`src/rtl/tty_char_grid_writer_unit_defines.svh`:
```
// Assertion macros shared by the terminal character grid writer.
`ifndef TTY_CHAR_GRID_WRITER_UNIT_DEFINES_SVH
`define TTY_CHAR_GRID_WRITER_UNIT_DEFINES_SVH

// Property that must hold at every clock edge outside reset.
`define TTYCG_ASSERT(lbl, prop, msg) \
  lbl: assert property (@(posedge clk_i) disable iff (!rst_ni) (prop)) else $error(msg);

// When the first condition holds, the second must hold in the next cycle.
`define TTYCG_ASSERT_NEXT(lbl, ante, cons, msg) \
  lbl: assert property (@(posedge clk_i) disable iff (!rst_ni) (ante) |=> (cons)) \
    else $error(msg);

`endif

```
`src/rtl/ttycg_pkg.sv`:
```
// Types and constants of the terminal character grid writer.
package ttycg_pkg;

  // Fixed field widths of the request, result and configuration items.
  localparam int CellW      = 8;
  localparam int ColFieldW  = 6;
  localparam int RowFieldW  = 5;
  localparam int CountW     = 16;
  localparam int CfgDataW   = 7;
  localparam int CfgIdxW    = 2;
  localparam int LastRowW   = 5;

  // Tab stops fall on multiples of this column count.
  localparam int TabStop = 5;

  // Control codes interpreted by a put request, and the space and zero fill values.
  localparam logic [CellW-1:0] ChBel   = 8'h07;
  localparam logic [CellW-1:0] ChBs    = 8'h08;
  localparam logic [CellW-1:0] ChTab   = 8'h09;
  localparam logic [CellW-1:0] ChLf    = 8'h0A;
  localparam logic [CellW-1:0] ChVt    = 8'h0B;
  localparam logic [CellW-1:0] ChFf    = 8'h0C;
  localparam logic [CellW-1:0] ChCr    = 8'h0D;
  localparam logic [CellW-1:0] ChSpace = 8'h20;
  localparam logic [CellW-1:0] ChNul   = 8'h00;

  // Request kinds.
  localparam logic ReqPut  = 1'b0;
  localparam logic ReqRead = 1'b1;

  // Configuration register indexes.
  typedef enum logic [CfgIdxW-1:0] {
    CfgLineWidth = 2'd0,
    CfgLastRow   = 2'd1
  } cfg_idx_e;

  // One request item.
  typedef struct packed {
    logic                 req_type;
    logic [CellW-1:0]     char_code;
    logic                 end_of_write;
    logic [RowFieldW-1:0] read_row;
    logic [ColFieldW-1:0] read_col;
  } in_t;

  // One result item.
  typedef struct packed {
    logic [ColFieldW-1:0] cursor_col;
    logic [RowFieldW-1:0] cursor_row;
    logic [CellW-1:0]     read_char;
    logic                 write_done;
    logic [CountW-1:0]    written_count;
  } out_t;

  // Status of the cell sweep unit.
  typedef struct packed {
    logic busy;
    logic done;
  } sweep_stat_t;

endpackage

```
`src/rtl/ttycg_sweep.sv`:
```
// Cell sweep unit: writes one value to a run of columns of one row, one cell per cycle.
module ttycg_sweep #(
  parameter int ColW = 6,
  parameter int RowW = 5
) (
  input  logic                        clk_i,
  input  logic                        rst_ni,
  input  logic                        go_i,
  input  logic [RowW-1:0]             row_i,
  input  logic [ColW:0]               start_i,
  input  logic [ColW:0]               end_i,
  input  logic [ttycg_pkg::CellW-1:0] value_i,
  output logic                        we_o,
  output logic [RowW+ColW-1:0]        waddr_o,
  output logic [ttycg_pkg::CellW-1:0] wdata_o,
  output ttycg_pkg::sweep_stat_t      stat_o
);

  logic                        active_q, active_d;
  logic [ColW:0]               col_q, col_d;
  logic [ColW:0]               end_q, end_d;
  logic [RowW-1:0]             row_q, row_d;
  logic [ttycg_pkg::CellW-1:0] val_q, val_d;
  logic                        at_end;

  // The run is over once the column reaches the exclusive end.
  assign at_end  = (col_q >= end_q);
  assign we_o    = active_q && !at_end;
  assign waddr_o = {row_q, col_q[ColW-1:0]};
  assign wdata_o = val_q;

  assign stat_o.busy = active_q;
  assign stat_o.done = active_q && at_end;

  // A new command takes priority over finishing the current one.
  always_comb begin
    active_d = active_q;
    col_d    = col_q;
    end_d    = end_q;
    row_d    = row_q;
    val_d    = val_q;
    if (go_i) begin
      active_d = 1'b1;
      col_d    = start_i;
      end_d    = end_i;
      row_d    = row_i;
      val_d    = value_i;
    end else if (active_q) begin
      if (at_end) begin
        active_d = 1'b0;
      end else begin
        col_d = col_q + 1'b1;
      end
    end
  end

  always_ff @(posedge clk_i or negedge rst_ni) begin
    if (!rst_ni) begin
      active_q <= 1'b0;
    end else begin
      active_q <= active_d;
    end
  end

  always_ff @(posedge clk_i) begin
    col_q <= col_d;
    end_q <= end_d;
    row_q <= row_d;
    val_q <= val_d;
  end

endmodule

```
`config.mk`:
```
export PLATFORM = sky130hd
export DESIGN_NAME = ttycg_sweep
export DESIGN_NICKNAME = d
export VERILOG_FILES = /design/src/rtl/tty_char_grid_writer_unit_defines.svh /design/src/rtl/ttycg_pkg.sv /design/src/rtl/ttycg_sweep.sv
export SDC_FILE = /design/constraint.sdc
export NUM_CORES = 1
export LEC_CHECK = 0
export BUFFER_PORTS_ARGS = -buffer_cell sky130_fd_sc_hd__buf_2
export CAP_MARGIN = 20
export CORE_UTILIZATION = 50
export DETAILED_ROUTE_END_ITERATION = 10
export PLACE_DENSITY = 0.86
export SLEW_MARGIN = 15
export SYNTH_ARGS = -nofsm -noshare
export SYNTH_HDL_FRONTEND = slang
export SYNTH_SLANG_ARGS = --single-unit
```
`constraint.sdc`:
```
create_clock -name clk_i -period 3.75 [get_ports clk_i]
set_clock_uncertainty 0.05 [all_clocks]
set_input_delay 0.375 -clock clk_i [delete_from_list [all_inputs] [get_ports clk_i]]
set_output_delay 0.375 -clock clk_i [all_outputs]
set_load 0.05 [all_outputs]
```
==> results of run 1 <==
[metrics by stage]
stage | setup WS, ns | hold slack [ns] | instances | cell area (µm²)
after floorplan | 1.44 | 0.0294 | 86 | 1230
after global placement | 1.47 | 0.101 | 157 | 1470
after detailed placement | 1.41 | 0.102 | 157 | 1470
after CTS | 1.04 | 0.164 | 162 | 1500
after global routing | 0.929 | 0.157 | 162 | 1500
final | 1.05 | 0.171 | 162 | 1500
[how the worst max path moves through the flow]
stage / start / to
after floorplan: col_q[5]$_DFFE_PP_ / we_o
after global placement: col_q[5]$_DFFE_PP_ / we_o
after detailed placement: col_q[5]$_DFFE_PP_ / we_o
after CTS: col_q[5]$_DFFE_PP_ / we_o
after global routing: col_q[5]$_DFFE_PP_ / we_o
final: col_q[5]$_DFFE_PP_ / we_o
[kinds of logic (layout without fill, tap and decap cells)]
| group | after synthesis | after routing | synth area share [%] |
|---|---|---|---|
| AOI/OAI and AO/OA | 13 | 13 | 6.90 |
| DFF | 28 | 28 | 67.7 |
| xor gates and xnor gates | 5 | 5 | 3.55 |
| and+or+nand+nor | 16 | 16 | 6.09 |
| buffers and inverters | 15 | 63 | 6.69 |
| adders and majority gates | 8 | 8 | 8.11 |
| muxes | 1 | 1 | 0.913 |
[state kept, by name (all words and copies together) (netlist names)]
name	count
row_q	5
wdata_o	8
col_q	7
end_q	7
active_q	1
[metal layers]
layer / vias up / part of all wire, % / global-route usage (%) / wire length, µm
li1: 396 / - / - / -
met1: 387 / 39 / 16.7 / 806
met2: 42 / 52 / 32.5 / 1100
met3: 2 / 8.1 / 3.80 / 169
met4: 0 / 0.91 / 5.41 / 19
met5: - / 0 / 0 / 0
[layout make-up]
| type | count | area, µm² | share of cell area [%] |
|---|---|---|---|
| clock buffers | 3 | 22.5 | 1.50 |
| repair buffers | 52 | 265 | 17.6 |
| multi-input cells | 43 | 315 | 21.0 |
| flip-flops and latches | 28 | 836 | 55.6 |
| inverters | 7 | 26.3 | 1.75 |
| clock inverters | 1 | 3.75 | 0.250 |
| well taps | 28 | 35.0 | 2.33 |
[worst register-to-register path: stages (launching register included)]
cell	delay, ns
edfxtp_1	0.47
ha_1	0.34
a21o_1	0.18
a221o_1	0.35
a31oi_2	0.21
a21o_1	0.32
[repair_timing]
| item | in CTS | in global routing |
|---|---|---|
| endpoints found under the setup margin | 0 | 0 |
| hold buffers | 1 | 0 |
| endpoints found under the hold margin | 1 | 0 |
[synthesized netlist by cell type, drive strengths merged, types with 2 or more instances]
master   n  share of area [%]
edfxtp  27                 66
ha       8                8.1
nand2    8                2.4
buf      7                4.3
inv      7                2.1
o21ai    7                2.8
a21o     3                1.8
xnor2    3                2.1
and3     2                1.0
nand3    2               0.81
nor2b    2                1.0
xor2     2                1.4
[power by group]
| part | leakage [nW] | switching [mW] | internal, mW | total [mW] |
|---|---|---|---|---|
| clock network | 0.0154 | 0.0810 | 0.0390 | 0.120 |
| registers | 0.279 | 0.0428 | 0.406 | 0.448 |
| logic | 0.391 | 0.270 | 0.112 | 0.383 |
==> impl_metrics.json, run 1 <==
{
  "status": "finished, final reports clean",
  "final_common_cell": "buf_2",
  "drt_wl_total_mm": 2.09,
  "finalHoldViolCount": 0,
  "ant_nets": 0,
  "critPathLaunchType": "flop",
  "irDropWorstVdd_uv": 450,
  "die_area_um2": 2670,
  "r2r-start": "col_q[5]$_DFFE_PP_",
  "syn-num-nets": 124,
  "clk_path_buf_depth": 2,
  "ys_seq_elements": 28,
  "finalCriticalPeriod_ns": 2.70,
  "holdPathStages": 1,
  "crit_path_end_kind": "primary output",
  "grt_pass1_wl_mm": 3.13,
  "io-pin-count": 52,
  "tightest_slew_ns": 0.655,
  "vias": 827,
  "ys.flop_type": "edfxtp_1",
  "hp-start": "value_i[4]",
  "crit_family": "compound AO/OA/AOI/OAI gates",
  "drcViolationCount": 0,
  "htreeDepth": 1,
  "yosys_warnings": 0,
  "hold_end": "wdata_o[4]$_DFFE_PP_",
  "p_per_area_nw_per_um2": 632,
  "worstSetupPathType": "reg2out",
  "reg2reg_to": "col_q[1]$_DFFE_PP_",
  "clock-sinks": 28,
  "hpwl_mm": 1.63,
  "hold_path.class": "in2reg",
  "worstPathRequired_ns": 3.32,
  "max_stage_delay_ns": 0.47,
  "rsz0062_at_grt": "no",
  "setup_viol": 0,
  "cts_tree": "done",
  "wire_per_inst_um": 12.9,
  "core-area_um2": 2280,
  "place.gp.congestion": 0.771,
  "grt_pass1_vias": 757,
  "netlist_area_um2": 1230,
  "rows": 17,
  "ff2ff_setup_slack_ns": 1.53,
  "fin_total_pwr_mw": 0.951,
  "start_util_pct": 54.2,
  "antenna_found_initial": 0,
  "avgSynthCellArea_um2": 14.3,
  "portBuffers": 51,
  "slew_violations": 0,
  "drv_cap": 0,
  "cp.arrival_ns": 2.28,
  "path_clk_slew_ns": 0.13,
  "initialDrtViolationCount": 8,
  "final_nets": 173,
  "path_cells": "ha_1 > a21o_1 > a221o_1 > a31oi_2 > and2_1 > buf_2",
  "fillers": 175,
  "period_share_pct": 72.0,
  "synthCells": 86,
  "die_x_um": 51.7,
  "reg2regPathDepth": 5,
  "clockRootBuffer": "clkbuf_4",
  "grt_start_max_net_pins": 36,
  "drive_above_1_share_pct": 41.8,
  "first_pass_iters": 4,
  "clock_latency_ns": 0.32,
  "vias_per_cell": 5.10,
  "numCtsBuffers": 3,
  "yosysSeqAreaShare_pct": 67.7,
  "synth_edf_count": 27,
  "dieHeight_um": 51.7,
  "cp_slowest_cell": "edfxtp_1",
  "diodes": 0,
  "max_freq_mhz": 370,
  "grtUsageTotal_pct": 16.5,
  "cp.depth": 6,
  "mostFrequentLayoutCells": "buf_2 (51), edfxtp_1 (27), nand2_1 (8), ha_1 (8)",
  "p_leak_nw": 0.685,
  "async_reset_ff_share_pct": 3.57,
  "path_max_fanout": 4,
  "fin_setup_tns_ns": 0,
  "postCtsSetupRepairBufs": 0,
  "area_delta_synth_final_pct": 21.9,
  "max_slew_margin_pct": 56.3,
  "post_cts_resized": 0,
  "grt_overflow": 0,
  "cp_num_buf_inv": 1,
  "utilization_pct": 66.1,
  "ys_types": 20
}
(Power assumes the default switching activity.)
==> inputs of run 2 (changes only) <==
CORE_UTILIZATION = 46   (was 50)
PLACE_DENSITY = 0.8   (was 0.86)
clock period = 2.8 ns   (was 3.75 ns; I/O delays follow)
==> run 2 against run 1 <==
  * Worst hold slack worse by 0.10 ns
  * Sequential share of layout area down 0.092 points
  * Combinational power up 36%
  * Critical path type unchanged
  * Critical endpoint unchanged
  * Largest power group unchanged
==> impl_metrics.json, run 2 (synthesis results as in run 1) <==
{
  "grt_start_max_net_pins": 36,
  "whs_ns": 0.0657,
  "critPathLaunchType": "flop",
  "max_slew_margin_pct": 56.6,
  "final_cells": 164,
  "drt_wl_total_mm": 2.13,
  "clockRootBuffer": "clkbuf_4",
  "die_x_um": 53.8,
  "use_met3_pct": 4.24,
  "grt_pass1_wl_mm": 3.15,
  "clk_path_buf_depth": 2,
  "postCtsSetupRepairBufs": 0,
  "antenna_found_initial": 0,
  "portBuffers": 51,
  "initialDrtViolationCount": 11,
  "tightest_slew_ns": 0.651,
  "cts_tree": "done",
  "combPwrFrac_pct": 40.5,
  "first_pass_iters": 3,
  "largest_reg_flops": 8,
  "met2_usage_pct": 29.8,
  "clock-sinks": 28,
  "setup_viol": 0,
  "power_switching_mw": 0.536,
  "p_per_area_nw_per_um2": 852,
  "start_util_pct": 49.3,
  "p_leak_nw": 0.685,
  "utilization_pct": 60.3,
  "finalHoldViolCount": 0,
  "path_clk_slew_ns": 0.15,
  "rows": 18,
  "clock_latency_ns": 0.32,
  "vias_per_cell": 4.98,
  "slew_violations": 0,
  "drive_above_1_share_pct": 41.8,
  "grtUsageTotal_pct": 16.2,
  "core-area_um2": 2500,
  "period_share_pct": 94.0,
  "drcViolationCount": 0,
  "ant_nets": 0,
  "area_delta_synth_final_pct": 22.1,
  "die_area_um2": 2890,
  "grt_overflow": 0,
  "wire_per_inst_um": 13.0,
  "grt_pass1_vias": 757,
  "irDropWorstVdd_uv": 639,
  "final_common_cell": "buf_2",
  "ff2ff_setup_slack_ns": 0.54,
  "fin_total_pwr_mw": 1.28,
  "fillers": 215,
  "cp.arrival_ns": 2.30,
  "numCtsBuffers": 3,
  "htreeDepth": 1,
  "worstPathRequired_ns": 2.47,
  "fin_setup_tns_ns": 0,
  "final_nets": 173,
  "diodes": 0,
  "dp_slack_ns": 0.531,
  "io-pin-count": 52,
  "crit_path_end_kind": "primary output",
  "hold_path.class": "in2reg",
  "dpl.cell_count": 159,
  "mostFrequentLayoutCells": "buf_2 (51), edfxtp_1 (27), nand2_1 (8), ha_1 (8)",
  "intPower_mw": 0.748,
  "netSwitchingFraction_pct": 41.8,
  "fin_area_um2": 1510,
  "drv_cap": 0,
  "top_usage_layer": "met2",
  "place_area_um2": 1470,
  "max_freq_mhz": 380,
  "worstSetupPathType": "reg2out",
  "hpwl_mm": 1.60,
  "dieHeight_um": 53.8,
  "rsz0062_at_grt": "no",
  "finalCriticalPeriod_ns": 2.63,
  "place.gp.congestion": 0.781,
  "clockPowerShare_pct": 12.8,
  "path_max_fanout": 5,
  "setup_slack_ns": 0.167,
  "pwr-share-seq_pct": 46.7,
  "status": "finished, final reports clean",
  "met1_usage_pct": 17.0,
  "vias": 817
}
run 2: cell counts in the layout (fill, tap and decap cells not counted):
Identical to the previous run, type by type.
run 2: final timing paths:
path | from | end | cells past startpoint
max | col_q[4]$_DFFE_PP_ | we_o | 6
min | row_i[3] | row_q[3]$_DFFE_PP_ | 1
max reg2reg | col_q[4]$_DFFE_PP_ | col_q[1]$_DFFE_PP_ | 5
min reg2reg | active_q$_DFF_PN0_ | active_q$_DFF_PN0_ | 1
max in group asynchronous | rst_ni | active_q$_DFF_PN0_ | 2
min in group asynchronous | rst_ni | active_q$_DFF_PN0_ | 2
run 2: layout make-up:
| class | count | area (µm²) | share of cell area [%] |
|---|---|---|---|
| Sequential cell | 28 | 836 | 55.5 |
| Multi-Input combinational cell | 43 | 315 | 20.9 |
| Timing Repair Buffer | 52 | 265 | 17.6 |
| Tap cell | 30 | 37.5 | 2.49 |
| Inverter | 7 | 26.3 | 1.74 |
| Clock buffer | 3 | 22.5 | 1.50 |
| Clock inverter | 1 | 3.75 | 0.249 |
run 2: repair_timing:
action | in CTS | in global routing
resized for setup | 0 | 0
setup endpoints to repair | 0 | 0
hold buffers | 1 | 0
endpoints found under the hold margin | 1 | 0
run 2: critical path: stages (launching register included):
cell	delay [ns]
edfxtp_1	0.49
ha_1	0.32
and3_1	0.20
a221o_1	0.32
a31oi_2	0.25
and2_1	0.16
buf_2	0.25
run 2: routing by layer:
metal	part of all wire, %	up-vias
li1	-	397
met1	39	375
met2	51	40
met3	6.9	5
met4	2.0	0
met5	0	-
run 2: power groups by stage:
stage	Sequential, mW	Clock [mW]	Combinational, mW
finish	0.600	0.164	0.520
global route	0.611	0.180	0.566
CTS	0.602	0.169	0.526
detailed placement	0.612	0	0.518
global placement	0.605	0	0.501
floorplan	0.650	0	0.390
==> inputs of run 3 (changes only) <==
CORE_UTILIZATION = 40   (was 46)
PLACE_DENSITY = 0.76   (was 0.8)
==> run 3 against run 2 <==
  * The run now ends with DRC left
  * Final cell count rose by 0.61%
  * Setup slack better by 0.022 ns
  * Non-clock buffer count unchanged
  * Maximum frequency is 0.85% higher
  * Sequential power is essentially flat
  * Clock power barely moved
  * Utilization is 7.0 points lower
  * Sequential cell count unchanged
  * Sequential share of layout area about the same
  * First-iteration DRC count rose by 91%
  * Global-route usage down 2.1 points
  * Count of clock-buffer cells in the layout is 1 higher
  * Largest cell class unchanged
==> impl_metrics.json, run 3 (synthesis results as in run 1) <==
{
  "status": "finished, violations left",
  "grt_pass1_vias": 811,
  "violations": "DRC",
  "hold_path.class": "in2reg",
  "rows": 19,
  "die_x_um": 57.5,
  "first_pass_iters": 6,
  "fin_total_pwr_mw": 1.28,
  "ant_nets": 0,
  "drv_cap": 0,
  "max_slew_margin_pct": 56.3,
  "numCtsBuffers": 3,
  "post_cts_resized": 0,
  "cp.arrival_ns": 2.28,
  "io-pin-count": 52,
  "finalHoldViolCount": 0,
  "slew_violations": 0,
  "fillers": 244,
  "start_util_pct": 43.6,
  "clockRootBuffer": "clkbuf_4",
  "multi_input_area_um2": 315,
  "grtUsageTotal_pct": 14.1,
  "drcViolationCount": 2,
  "area_delta_synth_final_pct": 22.2,
  "p_per_area_nw_per_um2": 847,
  "wire_per_inst_um": 13.0,
  "grt_pass1_wl_mm": 3.40,
  "hpwl_mm": 1.62,
  "rsz0062_at_grt": "no",
  "p_leak_nw": 0.684,
  "diodes": 0,
  "grt_start_max_net_pins": 36,
  "crit_path_end_kind": "primary output",
  "critPathLaunchType": "flop",
  "clock_latency_ns": 0.32,
  "initialDrtViolationCount": 21,
  "mostFrequentLayoutCells": "buf_2 (51), edfxtp_1 (27), nand2_1 (8), ha_1 (8)",
  "vias": 800,
  "die_area_um2": 3310,
  "worstSetupPathType": "reg2out",
  "final_nets": 173,
  "dieHeight_um": 57.5,
  "final_common_cell": "buf_2",
  "regArea_um2": 836,
  "fin_setup_tns_ns": 0,
  "finalCriticalPeriod_ns": 2.61,
  "antenna_found_initial": 0,
  "vias_per_cell": 4.85,
  "grt_overflow": 0,
  "irDropWorstVdd_uv": 309,
  "setup_viol": 0,
  "path_max_fanout": 4,
  "clock-sinks": 28,
  "period_share_pct": 93.2,
  "cts_tree": "done",
  "path_clk_slew_ns": 0.14,
  "drt_wl_total_mm": 2.15,
  "core-area_um2": 2830,
  "place.gp.congestion": 0.803,
  "drive_above_1_share_pct": 41.8,
  "portBuffers": 51,
  "tightest_slew_ns": 0.655,
  "htreeDepth": 1,
  "largest_reg_flops": 8,
  "worstPathRequired_ns": 2.47,
  "clk_path_buf_depth": 2,
  "max_freq_mhz": 383
}
==> run 3: area by class of cell <==
| class | instances | share of cell area [%] |
|---|---|---|
| inverter | 7 | 1.74 |
| sequential | 28 | 55.4 |
| multi-input combinational | 43 | 20.9 |
| timing repair buffer | 52 | 17.6 |
| tap | 31 | 2.57 |
| clock buffer | 4 | 1.74 |
==> run 3: power by group <==
part           leakage (nW)  switching (mW)  internal [mW]
logic                 0.391           0.364          0.151
registers             0.279          0.0560          0.543
clock network        0.0150           0.108         0.0557
total                 0.684           0.528          0.749
==> run 3: metal layers <==
layer  vias up  share of wire (%)  GRT usage (%)
met4         0               0.70           6.62
met1       359                 40           15.8
met2        42                 51           24.6
li1        397                  -              -
met5         -                  0              0
met3         2                8.4           4.08
==> run 3: timing repair <==
item / 4_1_cts / 5_1_grt
endpoints found under the setup margin: 0 / 0
hold endpoints to repair: 1 / 0
hold buffers: 1 / 0
setup buffers: 0 / 0
==> run 3: per-stage QoR <==
step | hold WS, ns | setup WS [ns] | utilization [%] | std cells | instance area (µm²)
2_1_floorplan | -0.0656 | 0.582 | - | 86 | 1230
3_3_place_gp | 0.00549 | 0.610 | 52.0 | 160 | 1470
5_1_grt | 0.0454 | 0.0851 | 53.3 | 165 | 1510
4_1_cts | 0.0536 | 0.172 | 53.3 | 165 | 1510
6_report | 0.0727 | 0.190 | 53.3 | 165 | 1510
3_5_place_dp | 0.00544 | 0.543 | 52.0 | 160 | 1470
==> run 3: critical path, cell delays in order (launching register included) <==
cell,delay [ns]
edfxtp_1,0.48
ha_1,0.34
a21o_1,0.18
a221o_1,0.34
a31oi_2,0.23
and2_1,0.15
buf_2,0.25
==> run 3: worst paths after layout <==
path,endpoint,cells after the start,slack [ns],startpoint
min reg2reg,active_q$_DFF_PN0_,1,0.51,active_q$_DFF_PN0_
max reg2reg,col_q[0]$_DFFE_PP_,5,0.56,col_q[5]$_DFFE_PP_
min in group asynchronous,active_q$_DFF_PN0_,2,0.21,rst_ni
min,end_q[2]$_DFFE_PP_,1,0.07,end_i[2]
max,we_o,6,0.19,col_q[5]$_DFFE_PP_
max in group asynchronous,active_q$_DFF_PN0_,2,2.41,rst_ni
